===== src/design/csfp_pkg.sv =====
// Package for the crontab field parser: character codes, line phases, token flag bits,
// field ranges and the command and status types of the range walker.
// Depends on nothing; every design file imports it.
package csfp_pkg;

  localparam int unsigned FIELD_MASK_W = 60;
  localparam int unsigned NUM_FIELDS   = 5;

  localparam logic [7:0] CH_HASH  = 8'h23;
  localparam logic [7:0] CH_STAR  = 8'h2a;
  localparam logic [7:0] CH_COMMA = 8'h2c;
  localparam logic [7:0] CH_HYPH  = 8'h2d;
  localparam logic [7:0] CH_SLASH = 8'h2f;
  localparam logic [7:0] CH_0     = 8'h30;
  localparam logic [7:0] CH_9     = 8'h39;
  localparam logic [7:0] CH_SPACE = 8'h20;
  localparam logic [7:0] NUM_SAT  = 8'hff;

  localparam logic [1:0] PH_START   = 2'd0;
  localparam logic [1:0] PH_FIELDS  = 2'd1;
  localparam logic [1:0] PH_SCRIPT  = 2'd2;
  localparam logic [1:0] PH_COMMENT = 2'd3;

  localparam int unsigned TF_STAR  = 0;
  localparam int unsigned TF_HYPH  = 1;
  localparam int unsigned TF_SLASH = 2;
  localparam int unsigned TF_ITEM  = 3;
  localparam int unsigned TF_FIELD = 4;

  localparam logic [1:0] KIND_FIELD   = 2'd0;
  localparam logic [1:0] KIND_SCRIPT  = 2'd1;
  localparam logic [1:0] KIND_COMMENT = 2'd2;

  localparam logic [2:0] FLD_MINUTE  = 3'd0;
  localparam logic [2:0] FLD_HOUR    = 3'd1;
  localparam logic [2:0] FLD_DAY     = 3'd2;
  localparam logic [2:0] FLD_MONTH   = 3'd3;
  localparam logic [2:0] FLD_WEEKDAY = 3'd4;

  typedef struct packed {
    logic       start;
    logic [5:0] from_off;
    logic [5:0] to_off;
    logic [5:0] top_off;
    logic [7:0] step;
  } walk_cmd_t;

  typedef struct packed {
    logic       busy;
    logic       mark_vld;
    logic [5:0] mark_off;
  } walk_stat_t;

  function automatic logic [2:0] cur_field(input logic [2:0] fc);
    return (fc > FLD_WEEKDAY) ? FLD_WEEKDAY : fc;
  endfunction

  function automatic logic [7:0] fld_low(input logic [2:0] fi);
    logic [7:0] lo;
    case (fi)
      FLD_DAY, FLD_MONTH: lo = 8'd1;
      default:            lo = 8'd0;
    endcase
    return lo;
  endfunction

  function automatic logic [7:0] fld_high(input logic [2:0] fi);
    logic [7:0] hi;
    case (fi)
      FLD_MINUTE:  hi = 8'd59;
      FLD_HOUR:    hi = 8'd23;
      FLD_DAY:     hi = 8'd31;
      FLD_MONTH:   hi = 8'd12;
      FLD_WEEKDAY: hi = 8'd6;
      default:     hi = 8'd6;
    endcase
    return hi;
  endfunction

endpackage


===== src/design/cron_schedule_field_parser.sv =====
// Top level of the crontab field parser: character sequencer, token state, output register.
// Depends on csfp_pkg and csfp_walker.
//
// Characters of a crontab line arrive one word at a time on the in_ channel (valid/ready),
// with in_end_of_line marking the last character. Results leave on the out_ channel: one
// bitmask word per schedule field, one word per script byte and one word for a comment line.
// in_ready is high only while the sequencer is idle, so one character is handled at a time.
// A plain digit or operator character, or a character after the '#' of a comment line,
// is handled in the accept step alone. A script byte or the '#' itself takes the accept
// step, then loading of the output register. A comma, or a space or end of line that
// closes a field, with an item pending takes the accept step, a setup step and a walk in
// the shared walker adder, which wraps once when the range runs past the field top; an
// item out of range skips the walk. Closing a field adds a step to load the field result.
// If the receiver stalls, the finished word is held in the output register and the
// sequencer waits before loading the next result; characters that give no result are
// still taken meanwhile. Synchronous reset puts the line at its start with empty token
// and mask state and the output register empty.
module cron_schedule_field_parser #(
  parameter int unsigned MASK_WIDTH = 60
) (
  input  logic        clk,
  input  logic        rst_n,
  input  logic        in_valid,
  output logic        in_ready,
  input  logic [7:0]  in_ch,
  input  logic        in_end_of_line,
  output logic        out_valid,
  input  logic        out_ready,
  output logic [1:0]  out_kind,
  output logic [2:0]  out_field_index,
  output logic [59:0] out_field_mask,
  output logic [7:0]  out_script_byte,
  output logic        out_bad_value,
  output logic        out_last
);
  import csfp_pkg::*;

  localparam logic [2:0] S_IDLE  = 3'd0;
  localparam logic [2:0] S_SETUP = 3'd1;
  localparam logic [2:0] S_WALK  = 3'd2;
  localparam logic [2:0] S_CLOSE = 3'd3;
  localparam logic [2:0] S_EMIT  = 3'd4;

  logic [2:0]            state_r, state_nxt;
  logic [1:0]            phase_r, phase_nxt;
  logic [2:0]            fc_r, fc_nxt;
  logic [7:0]            num_r, num_nxt;
  logic [7:0]            rs_r, rs_nxt;
  logic [7:0]            re_r, re_nxt;
  logic [4:0]            tf_r, tf_nxt;
  logic [MASK_WIDTH-1:0] mask_r, mask_nxt;
  logic                  err_r, err_nxt;
  logic [7:0]            c_r, c_nxt;
  logic                  eol_r, eol_nxt;
  logic                  close_r, close_nxt;
  logic                  extra_r, extra_nxt;
  logic [1:0]            pend_r, pend_nxt;

  logic                  out_valid_r, out_valid_nxt;
  logic [1:0]            out_kind_r, out_kind_nxt;
  logic [2:0]            out_idx_r, out_idx_nxt;
  logic [59:0]           out_mask_r, out_mask_nxt;
  logic [7:0]            out_byte_r, out_byte_nxt;
  logic                  out_bad_r, out_bad_nxt;
  logic                  out_last_r, out_last_nxt;

  walk_cmd_t             wcmd;
  walk_stat_t            wstat;

  logic                  out_free;
  logic                  line_rst;
  logic [2:0]            fi;
  logic [7:0]            lo, hi;
  logic [7:0]            rs_eff, re_eff, from_v, to_v, step_v;
  logic                  bad_rng;
  logic [11:0]           dig_sum;
  logic                  field_after;

  assign out_free = !out_valid_r || out_ready;
  assign in_ready = state_r == S_IDLE;
  assign fi       = cur_field(fc_r);
  assign lo       = fld_low(fi);
  assign hi       = fld_high(fi);
  assign dig_sum  = {1'b0, num_r, 3'b000} + {3'b000, num_r, 1'b0} + {4'b0000, in_ch - CH_0};

  always_comb begin
    rs_eff = (tf_r[TF_SLASH] || tf_r[TF_HYPH]) ? rs_r : num_r;
    re_eff = (tf_r[TF_HYPH] && !tf_r[TF_SLASH]) ? num_r : re_r;
    step_v = (!tf_r[TF_SLASH] || num_r == 8'd0) ? 8'd1 : num_r;
    if (tf_r[TF_STAR]) begin
      from_v = lo;
      to_v   = hi;
    end else if (tf_r[TF_HYPH]) begin
      from_v = rs_eff;
      to_v   = re_eff;
    end else begin
      from_v = rs_eff;
      to_v   = rs_eff;
    end
    bad_rng = from_v < lo || from_v > hi || to_v < lo || to_v > hi;
  end

  always_comb begin
    state_nxt = state_r;
    phase_nxt = phase_r;
    fc_nxt    = fc_r;
    num_nxt   = num_r;
    rs_nxt    = rs_r;
    re_nxt    = re_r;
    tf_nxt    = tf_r;
    mask_nxt  = mask_r;
    err_nxt   = err_r;
    c_nxt     = c_r;
    eol_nxt   = eol_r;
    close_nxt = close_r;
    extra_nxt = extra_r;
    pend_nxt  = pend_r;
    line_rst  = 1'b0;
    field_after = tf_r[TF_FIELD];

    out_valid_nxt = out_ready ? 1'b0 : out_valid_r;
    out_kind_nxt  = out_kind_r;
    out_idx_nxt   = out_idx_r;
    out_mask_nxt  = out_mask_r;
    out_byte_nxt  = out_byte_r;
    out_bad_nxt   = out_bad_r;
    out_last_nxt  = out_last_r;

    wcmd.start    = 1'b0;
    wcmd.from_off = 6'(from_v - lo);
    wcmd.to_off   = 6'(to_v - lo);
    wcmd.top_off  = 6'(hi - lo);
    wcmd.step     = step_v;

    if (wstat.mark_vld) begin
      mask_nxt = mask_r | ({{(MASK_WIDTH-1){1'b0}}, 1'b1} << wstat.mark_off);
    end

    case (state_r)
      S_IDLE: begin
        if (in_valid) begin
          c_nxt   = in_ch;
          eol_nxt = in_end_of_line;
          case (phase_r)
            PH_COMMENT: begin
              line_rst = in_end_of_line;
            end
            PH_SCRIPT: begin
              pend_nxt  = KIND_SCRIPT;
              state_nxt = S_EMIT;
              line_rst  = in_end_of_line;
            end
            default: begin
              if (phase_r == PH_START && in_ch == CH_HASH) begin
                pend_nxt  = KIND_COMMENT;
                state_nxt = S_EMIT;
                phase_nxt = in_end_of_line ? PH_START : PH_COMMENT;
              end else begin
                phase_nxt = PH_FIELDS;
                if (in_ch == CH_SPACE || in_ch == CH_COMMA) begin
                  field_after = tf_r[TF_FIELD];
                end else begin
                  field_after = 1'b1;
                  tf_nxt[TF_FIELD] = 1'b1;
                  if (in_ch inside {[CH_0:CH_9]}) begin
                    num_nxt = (dig_sum > {4'b0000, NUM_SAT}) ? NUM_SAT : dig_sum[7:0];
                    tf_nxt[TF_ITEM] = 1'b1;
                  end else if (in_ch == CH_STAR) begin
                    tf_nxt[TF_STAR] = 1'b1;
                    tf_nxt[TF_ITEM] = 1'b1;
                  end else if (in_ch == CH_HYPH) begin
                    if (tf_r[TF_HYPH] || tf_r[TF_SLASH]) begin
                      err_nxt = 1'b1;
                    end else begin
                      rs_nxt  = num_r;
                      num_nxt = 8'd0;
                      tf_nxt[TF_HYPH] = 1'b1;
                    end
                    tf_nxt[TF_ITEM] = 1'b1;
                  end else if (in_ch == CH_SLASH) begin
                    if (tf_r[TF_SLASH]) begin
                      err_nxt = 1'b1;
                    end else begin
                      if (tf_r[TF_HYPH]) begin
                        re_nxt = num_r;
                      end else begin
                        rs_nxt = num_r;
                      end
                      num_nxt = 8'd0;
                      tf_nxt[TF_SLASH] = 1'b1;
                    end
                    tf_nxt[TF_ITEM] = 1'b1;
                  end else begin
                    err_nxt = 1'b1;
                  end
                end
                close_nxt = in_end_of_line || (in_ch == CH_SPACE && tf_r[TF_FIELD]);
                extra_nxt = in_end_of_line && (fc_r < FLD_WEEKDAY || !field_after);
                if ((in_ch == CH_COMMA || close_nxt) && tf_nxt[TF_ITEM]) begin
                  state_nxt = S_SETUP;
                end else if (close_nxt) begin
                  state_nxt = S_CLOSE;
                end
              end
            end
          endcase
        end
      end
      S_SETUP: begin
        if (bad_rng) begin
          err_nxt   = 1'b1;
          state_nxt = close_r ? S_CLOSE : S_IDLE;
        end else begin
          wcmd.start = 1'b1;
          state_nxt  = S_WALK;
        end
        tf_nxt  = tf_r & (5'b00001 << TF_FIELD);
        num_nxt = 8'd0;
        rs_nxt  = 8'd0;
        re_nxt  = 8'd0;
      end
      S_WALK: begin
        if (!wstat.busy) begin
          state_nxt = close_r ? S_CLOSE : S_IDLE;
        end
      end
      S_CLOSE: begin
        if (out_free) begin
          out_valid_nxt = 1'b1;
          out_kind_nxt  = KIND_FIELD;
          out_idx_nxt   = fi;
          out_mask_nxt  = mask_r[FIELD_MASK_W-1:0];
          out_byte_nxt  = 8'd0;
          out_bad_nxt   = err_r || extra_r;
          out_last_nxt  = eol_r;
          mask_nxt      = '0;
          err_nxt       = 1'b0;
          tf_nxt        = '0;
          num_nxt       = 8'd0;
          if (fc_r >= FLD_WEEKDAY) begin
            phase_nxt = PH_SCRIPT;
          end else begin
            fc_nxt = fc_r + 3'd1;
          end
          line_rst  = eol_r;
          state_nxt = S_IDLE;
        end
      end
      S_EMIT: begin
        if (out_free) begin
          out_valid_nxt = 1'b1;
          out_kind_nxt  = pend_r;
          out_idx_nxt   = FLD_MINUTE;
          out_mask_nxt  = '0;
          out_byte_nxt  = (pend_r == KIND_SCRIPT) ? c_r : 8'd0;
          out_bad_nxt   = 1'b0;
          out_last_nxt  = (pend_r == KIND_COMMENT) ? 1'b1 : eol_r;
          state_nxt     = S_IDLE;
        end
      end
      default: begin
        state_nxt = S_IDLE;
      end
    endcase

    if (line_rst) begin
      phase_nxt = PH_START;
      fc_nxt    = '0;
      num_nxt   = 8'd0;
      rs_nxt    = 8'd0;
      re_nxt    = 8'd0;
      tf_nxt    = '0;
      mask_nxt  = '0;
      err_nxt   = 1'b0;
    end
  end

  csfp_walker u_walker (
    .clk   (clk),
    .rst_n (rst_n),
    .cmd   (wcmd),
    .stat  (wstat)
  );

  always_ff @(posedge clk) begin
    if (!rst_n) begin
      state_r     <= S_IDLE;
      phase_r     <= PH_START;
      fc_r        <= '0;
      num_r       <= 8'd0;
      rs_r        <= 8'd0;
      re_r        <= 8'd0;
      tf_r        <= '0;
      mask_r      <= '0;
      err_r       <= 1'b0;
      close_r     <= 1'b0;
      out_valid_r <= 1'b0;
    end else begin
      state_r     <= state_nxt;
      phase_r     <= phase_nxt;
      fc_r        <= fc_nxt;
      num_r       <= num_nxt;
      rs_r        <= rs_nxt;
      re_r        <= re_nxt;
      tf_r        <= tf_nxt;
      mask_r      <= mask_nxt;
      err_r       <= err_nxt;
      close_r     <= close_nxt;
      out_valid_r <= out_valid_nxt;
    end
    c_r        <= c_nxt;
    eol_r      <= eol_nxt;
    extra_r    <= extra_nxt;
    pend_r     <= pend_nxt;
    out_kind_r <= out_kind_nxt;
    out_idx_r  <= out_idx_nxt;
    out_mask_r <= out_mask_nxt;
    out_byte_r <= out_byte_nxt;
    out_bad_r  <= out_bad_nxt;
    out_last_r <= out_last_nxt;
  end

  assign out_valid       = out_valid_r;
  assign out_kind        = out_kind_r;
  assign out_field_index = out_idx_r;
  assign out_field_mask  = out_mask_r;
  assign out_script_byte = out_byte_r;
  assign out_bad_value   = out_bad_r;
  assign out_last        = out_last_r;

  // The walker only runs while the sequencer waits on it.
  a_walk_in_state: assert property (@(posedge clk) disable iff (!rst_n)
    wstat.busy |-> state_r == S_WALK)
    else $error("walker busy outside the walk state");

  a_mark_in_field: assert property (@(posedge clk) disable iff (!rst_n)
    wstat.mark_vld |-> wstat.mark_off <= 6'(hi - lo))
    else $error("walker marked a bit beyond the field top");

  a_comment_last: assert property (@(posedge clk) disable iff (!rst_n)
    out_valid_r && out_kind_r == KIND_COMMENT |-> out_last_r)
    else $error("comment word without last");

  a_plain_zero: assert property (@(posedge clk) disable iff (!rst_n)
    out_valid_r && out_kind_r != KIND_FIELD |-> out_mask_r == '0 && !out_bad_r)
    else $error("script or comment word carries a mask or error");

  a_field_count: assert property (@(posedge clk) disable iff (!rst_n)
    fc_r <= FLD_WEEKDAY)
    else $error("field counter beyond the weekday field");

endmodule


===== src/design/csfp_walker.sv =====
// Range walker for the crontab field parser: one shared nine-bit adder steps an offset
// through a range, wrapping once past the field top; while in range it reports one bit to set per cycle.
// Depends on csfp_pkg.
module csfp_walker (
  input  logic                 clk,
  input  logic                 rst_n,
  input  csfp_pkg::walk_cmd_t  cmd,
  output csfp_pkg::walk_stat_t stat
);
  import csfp_pkg::*;

  logic       busy_r, busy_nxt;
  logic       wrap_r, wrap_nxt;
  logic [8:0] pos_r, pos_nxt;
  logic [5:0] lim_r, lim_nxt;
  logic [5:0] to_r, to_nxt;
  logic [5:0] top_r, top_nxt;
  logic [7:0] step_r, step_nxt;
  logic       in_range;
  logic [8:0] addend;
  logic [8:0] span;

  assign span     = {3'b000, top_r} + 9'd1;
  assign in_range = pos_r <= {3'b000, lim_r};
  assign addend   = in_range ? {1'b0, step_r} : (9'd0 - span);

  assign stat = '{busy: busy_r, mark_vld: busy_r && in_range, mark_off: pos_r[5:0]};

  always_comb begin
    busy_nxt = busy_r;
    wrap_nxt = wrap_r;
    pos_nxt  = pos_r;
    lim_nxt  = lim_r;
    to_nxt   = to_r;
    top_nxt  = top_r;
    step_nxt = step_r;
    if (cmd.start) begin
      busy_nxt = 1'b1;
      pos_nxt  = {3'b000, cmd.from_off};
      wrap_nxt = cmd.from_off > cmd.to_off;
      lim_nxt  = (cmd.from_off > cmd.to_off) ? cmd.top_off : cmd.to_off;
      to_nxt   = cmd.to_off;
      top_nxt  = cmd.top_off;
      step_nxt = cmd.step;
    end else if (busy_r) begin
      if (in_range) begin
        pos_nxt = pos_r + addend;
      end else if (wrap_r) begin
        pos_nxt  = pos_r + addend;
        wrap_nxt = 1'b0;
        lim_nxt  = to_r;
      end else begin
        busy_nxt = 1'b0;
      end
    end
  end

  always_ff @(posedge clk) begin
    if (!rst_n) begin
      busy_r <= 1'b0;
      wrap_r <= 1'b0;
    end else begin
      busy_r <= busy_nxt;
      wrap_r <= wrap_nxt;
    end
    pos_r  <= pos_nxt;
    lim_r  <= lim_nxt;
    to_r   <= to_nxt;
    top_r  <= top_nxt;
    step_r <= step_nxt;
  end

endmodule


===== config.mk =====
export PLATFORM = sky130hd
export DESIGN_NAME = cron_schedule_field_parser
export DESIGN_NICKNAME = d
export VERILOG_FILES = /design/src/design/csfp_pkg.sv /design/src/design/cron_schedule_field_parser.sv /design/src/design/csfp_walker.sv
export SDC_FILE = /design/constraint.sdc
export NUM_CORES = 1
export LEC_CHECK = 0
export BUFFER_PORTS_ARGS = -buffer_cell sky130_fd_sc_hd__buf_2
export CAP_MARGIN = 20
export CORE_MARGIN = 2
export CORE_UTILIZATION = 50
export DETAILED_ROUTE_END_ITERATION = 12
export HOLD_SLACK_MARGIN = 0.15
export PLACE_DENSITY = 0.69
export SYNTH_ARGS = -nofsm -noshare
export SYNTH_HDL_FRONTEND = slang
export SYNTH_HIERARCHICAL = 1
export SYNTH_SLANG_ARGS = --single-unit

===== constraint.sdc =====
create_clock -name clk -period 4.8 [get_ports clk]
set_input_delay 0.72 -clock clk [delete_from_list [all_inputs] [get_ports clk]]
set_output_delay 0.72 -clock clk [all_outputs]
set_load 0.005 [all_outputs]

Yosys cells after proc, flatten, opt, wreduce, memory -nomap -nowiden
Index checks and enable logic that the tools add are counted.
W data, S select, Z words.
{"block": "totals", "register_bits": 224, "input_bits": 13, "out_inout_bits": 77, "wordCells": 315}
{"block": "op_classes", "addsub": 10, "magnitude_cmp": 12, "eq_ne": 48, "n_shift": 1, "muxes": 146, "bitwise": 7, "n_reduce_logical": 58}
{"cell": "$mux W8", "count": 39}
{"cell": "$mux W60", "count": 5}
{"cell": "$pmux W60 S2", "count": 1}
{"cell": "$or A60 B60 Y60", "count": 1}
{"cell": "$shl A1 B6 Y60 const A", "count": 1}
{"cell": "$eq A8 B6 Y1 const B", "count": 6}
{"cell": "$pmux W8 S2", "count": 3}
{"cell": "$mux W5", "count": 9}
{"cell": "$mux W1", "count": 44}
{"cell": "$mux W6", "count": 7}
{"cell": "$reduce_and A10 Y1", "count": 4}
{"cell": "$ne A2 B2 Y1 const B", "count": 15}
{"cell": "$mux W3", "count": 9}
{"cell": "$mux W9", "count": 3}
{"cell": "$mux W2", "count": 13}
{"cell": "$pmux W6 S4", "count": 1}
{"cell": "$pmux W8 S3", "count": 1}
{"cell": "$reduce_and A11 Y1", "count": 2}
{"cell": "$sub A6 B6 Y6", "count": 3}
{"cell": "$gt A8 B6 Y1", "count": 2}
{"cell": "$lt A8 B1 Y1", "count": 2}
{"cell": "$pmux W5 S3", "count": 1}
{"cell": "$reduce_and A5 Y1", "count": 3}
{"cell": "$reduce_bool A2 Y1", "count": 7}
{"cell": "other kinds (47)", "count": 100}

Longest topological paths before layout
{"block": "depth", "ltp_word": 16, "ltp_mapped": 17, "ltp_nobuf": 16}

Hierarchy
The synthesis kept the hierarchy.
{"mod": "cron_schedule_field_parser", "n_inst": 1, "cells_per_inst": 847, "area_each_um2": 8615.8, "seq_area_each_um2": 4614.4}
{"mod": "csfp_walker", "n_inst": 1, "cells_per_inst": 189, "area_each_um2": 2150.8, "seq_area_each_um2": 1061.0}

Worst setup path after synthesis
No wires, ideal clock.
{"block": "synth_timing", "path_kind": "reg2reg", "startpoint": "reg state_r[1]", "endpoint": "reg out_bad_r, in the netlist out_bad_value, enable pin", "setup_time_ns": 0.533, "t_arrival_ns": 4.742, "required_time_ns": 4.267, "setup_slack_ns": -0.475, "path_stages_with_launch": 5, "path_buffers": 2, "period_less_slack_ns": 5.275, "cell_sequence": "dfxtp_1 clkbuf_2 or3b_2 clkbuf_1 a21oi_1"}
{"block": "synth_between", "elab_chain_cells": 3, "word_cells_on_any_way": 6, "cone_classes": "4 x eq/ne; 2 x reduce/logical"}
{"item": "start, declared", "line": "cron_schedule_field_parser.sv:44", "rtl": "logic [2:0] state_r, state_nxt;"}
{"item": "start signal, assigned", "line": "cron_schedule_field_parser.sv:299", "rtl": "state_r <= state_nxt;"}
{"item": "$eq A3 B3 Y1 / $eq A3 B2 Y1 (equally long branches)", "line": "cron_schedule_field_parser.sv:139", "rtl": "case (state_r)"}
{"item": "$ne A2 B2 Y1 (no line) / $reduce_bool A2 Y1 (equally long branches)"}
{"item": "$reduce_and A3 Y1 (no line) *"}
{"item": "end signal, assigned", "line": "cron_schedule_field_parser.sv:319", "rtl": "out_bad_r <= out_bad_nxt;"}
{"item": "end, declared", "line": "cron_schedule_field_parser.sv:64", "rtl": "logic out_bad_r, out_bad_nxt;"}
Every way passes the cells marked *; elsewhere a longest branch is shown, timed or not.
A chain may end at the register's enable or synchronous reset.

Worst setup path in the final report
{"block": "layout_timing", "startpoint": "reg u_walker.pos_r[4]", "endpoint": "reg u_walker.pos_r[8]"}
{"block": "layout_between", "elab_chain_cells": 5, "word_cells_on_any_way": 7, "cone_classes": "1 x add/sub; 1 x order compare; 3 x mux; 2 x reduce/logical"}
{"item": "start, declared", "line": "csfp_walker.sv:14", "rtl": "logic [8:0] pos_r, pos_nxt;"}
{"item": "start signal, assigned", "line": "csfp_walker.sv:66", "rtl": "pos_r <= pos_nxt;"}
{"item": "$le A9 B6 Y1", "line": "csfp_walker.sv:24", "rtl": "assign in_range = pos_r <= {3'b000, lim_r};"}
{"item": "$mux W9", "line": "csfp_walker.sv:25", "rtl": "assign addend = in_range ? {1'b0, step_r} : (9'd0 - span);"}
{"item": "$add A9 B9 Y9", "line": "csfp_walker.sv:47, csfp_walker.sv:49"}
{"item": "$mux W9", "line": "csfp_walker.sv:48", "rtl": "end else if (wrap_r) begin"}
{"item": "$mux W9", "line": "csfp_walker.sv:46", "rtl": "if (in_range) begin"}
Parallel ways exist; a longest one is shown, timed or not. The select of a mux whose other input is x is not followed.

==> results.sh <==
export IMPL_cp_arrival_ns=4.67
export IMPL_cp_start_kind="flop"
export IMPL_drv_cap=0
export IMPL_p_switching_mw=2.15
export IMPL_yosysWarnings=6
export IMPL_fmax_ghz=0.235
export IMPL_grt_use_total=0.207
export IMPL_worstPathCellList="ha_1, nand3_1, o22ai_1, nor4b_4, nor2_1, nor2_1, a21oi_1, ha_1, fa_1, a211oi_2, nor3_1, a211o_1, or4_1, a21boi_1, mux2_1"
export IMPL_clk_path_buf_depth=3
export IMPL_grt_pass1_vias=7415
export IMPL_swShare=0.335
export IMPL_rows=53
export IMPL_dp_cells=1366
export IMPL_die_area_um2=22700
export IMPL_syn2layout_area_growth_pct=13.9
export IMPL_required_ns=5.21
export IMPL_dp_hpwl_mm=16.3
export IMPL_ios=90
export IMPL_clkTransAtPathRegs_ns=0.06
export IMPL_cts_tree="yes"
export IMPL_maxSlewHeadroom=0.290
export IMPL_syn_cell_area_um2=10800
export IMPL_drt_wl_total_mm=23.1
export IMPL_pwr_share_clk=0.289
export IMPL_yosysMostFrequentCell="nor2_1"
export IMPL_fin_crit_ns=4.26
export IMPL_r2r_end="u_walker/pos_r[8]"
export IMPL_synth_area_leader_cell="edfxtp_1"
export IMPL_seq_area_frac_synth=0.527
export IMPL_vias=7738
export IMPL_synthCells=1036
export IMPL_seq_power_share=0.389
export IMPL_drt_iter0_drc=420
export IMPL_ant_nets=0
export IMPL_powerDensity_nw_per_um2=524
export IMPL_synth_seq_cells=224
export IMPL_clk_latency_ns=0.53
export IMPL_irDropWorstVdd_mv=0.246
export IMPL_cp_startpoint="u_walker/pos_r[4]"
export IMPL_gp_congestion=0.864
export IMPL_final_setup_tns_ns=0
export IMPL_syn_avg_cell_area_um2=10.4
export IMPL_pwr_share_comb=0.321
export IMPL_core_um2=21100
export IMPL_stdcell_count=1411
export IMPL_timing_critical_path_to="u_walker/pos_r[8]"
export IMPL_ys_flop_type="edfxtp_1"
export IMPL_synthTopCellsByCount="141 x nor2_1, 119 x edfxtp_1, 118 x a21oi_1, 105 x dfxtp_1, 78 x and2_1"
export IMPL_die_h_um=151
export IMPL_fp_dieW_um=151
export IMPL_drc=0
export IMPL_post_cts_buffers=0
export IMPL_rsz0062_at_grt="no"
export IMPL_grt_overflow=0
export IMPL_port_buffers=89
export IMPL_start_util=0.511
export IMPL_drt_pass1_iter_count=5
export IMPL_synth_cell_type_count=81
export IMPL_antenna_found_initial=0
export IMPL_num_nets_final=1190
export IMPL_crit_fanout=9
export IMPL_grt_pass1_wl_mm=37.8
export IMPL_p_int_mw=4.27
export IMPL_fillers=1821
export IMPL_slew_viol_final=0
export IMPL_r2r_slack_ns=0.54
export IMPL_worstMarginPinSlew_ns=1.06
export IMPL_clock_skew_final_ns=0.0224
export IMPL_end_kind="flop"
export IMPL_synth_area_top_cells="edfxtp_1 33%, dfxtp_1 20%, ha_1 6.2%"
export IMPL_netlist_area_leader_share=0.332
export IMPL_wl_per_cell_um=16.4
export IMPL_finalHoldViolCount=0
export IMPL_setup_viol=0
export IMPL_critPathKind="flop to flop"
export IMPL_postCtsHoldBufs=0
export IMPL_routed_via_density=5.48
export IMPL_p_leak_nw=4.95
export IMPL_async_reset_ff_frac=0
export IMPL_syn_num_nets=1109
export IMPL_rr_worst_depth=15
export IMPL_clock_sinks=224
export IMPL_cts_root_buf="clkbuf_16"
export IMPL_timing_rr_start="u_walker/pos_r[4]"
export IMPL_hold_class="primary input to flop"
export IMPL_htree_num_levels=1
export IMPL_cts_resized=0
export IMPL_cp_slowest_stage_delay_ns=0.53
export IMPL_period_share=0.887
export IMPL_numCtsBuffers=24
export IMPL_synth_edf_count=119
export IMPL_status="finished, final reports clean"
export IMPL_drive_gt1_frac=0.161
export IMPL_grt_max_degree=76
export IMPL_critPathSlowestCell="edfxtp_1"
cell families after synthesis:
family | synth area share
adder cells (fa/ha/maj) | 0.0746
AO/OA/AOI/OAI | 0.141
buffers and inverters | 0.0421
XOR/XNOR | 0.0163
multiplexers | 0.0229
AND/OR/NAND/NOR | 0.176
flip-flops | 0.527
cells in the final DEF (no fill, tap or decap), types with 16 or more instances in the layout:
master and instances:
nand3_1 16, clkbuf_16 25, nor3_1 20, and2_1 78, dfxtp_1 105, buf_2 89
nand2_1 43, buf_4 17, a21oi_1 117, mux2i_1 19, ha_1 53, o21ai_0 16
edfxtp_1 119, nor2_1 140, inv_1 49
power by group through the flow:
| stage | Clock, mW | Sequential [mW] | Combinational, mW |
|---|---|---|---|
| 6_report | 1.86 | 2.50 | 2.07 |
| 5_1_grt | 1.97 | 2.52 | 2.29 |
| 4_1_cts | 1.89 | 2.50 | 2.06 |
| 3_5_place_dp | 0 | 2.54 | 2.05 |
| 3_3_place_gp | 0 | 2.53 | 2.02 |
| 2_1_floorplan | 0 | 2.45 | 1.66 |
worst max-delay path: cells and delay by family (launching register included):
kind                     cells  cell delay (ns)
AO/OA/AOI/OAI                5             0.90
adder cells (fa/ha/maj)      3             1.08
multiplexers                 1             0.33
flip-flops                   1             0.53
AND/OR/NAND/NOR              6             1.34
layer usage:
layer	up-vias	part of all wire	global-route usage	wire length (um)
met5	-	0	0	0
met4	0	0.018	0.0463	425
met3	35	0.057	0.0288	1320
met2	216	0.46	0.345	10600
met1	3650	0.46	0.288	10800
li1	3837	-	-	-
sequential cells by signal, indices dropped and copies added (netlist names), 2 cells and up:
register / flops
rs_r: 8
u_walker/top_r: 6
u_walker/lim_r: 6
u_walker/step_r: 8
state_r: 3
fc_r: 3
c_r: 8
phase_r: 2
u_walker/to_r: 6
out_field_index: 3
mask_r: 60
num_r: 8
out_field_mask: 60
u_walker/pos_r: 9
pend_r: 2
out_kind: 2
tf_r: 5
out_script_byte: 8
re_r: 8
layout make-up:
type / count / area [um2] / share of cell area
flip-flops and latches: 224 / 5680 / 0.463
multi-input cells: 710 / 4660 / 0.380
clock buffers: 34 / 689 / 0.0562
repair buffers: 106 / 573 / 0.0467
well taps: 275 / 344 / 0.0281
inverters: 51 / 191 / 0.0156
clock inverters: 10 / 120 / 0.00980
diodes: 1 / 2.50 / 0.000204
worst min-delay path by stage:
stage          slack (ns)  depth (start not counted)       start          to
2_1_floorplan        0.43                          2   mask_r[0]   mask_r[0]
3_3_place_gp         0.44                          2  mask_r[13]  mask_r[13]
3_5_place_dp         0.45                          2     re_r[6]     re_r[6]
4_1_cts              0.43                          1    in_ch[4]      c_r[4]
5_1_grt              0.45                          1    in_ch[5]      c_r[5]
6_report             0.45                          1    in_ch[4]      c_r[4]
metrics by stage:
stage	power (mW)	instance area, um2	utilization	hold slack, ns	setup WS, ns
finish	6.42	12300	0.581	0.450	0.542
global route	6.79	12300	0.581	0.445	0.245
CTS	6.45	12300	0.581	0.434	0.559
detailed placement	4.58	11400	0.543	0.445	0.574
global placement	4.55	11400	0.543	0.438	0.659
floorplan	4.11	10800	-	0.429	0.360
Note: power is estimated with default switching activity, not from simulation.
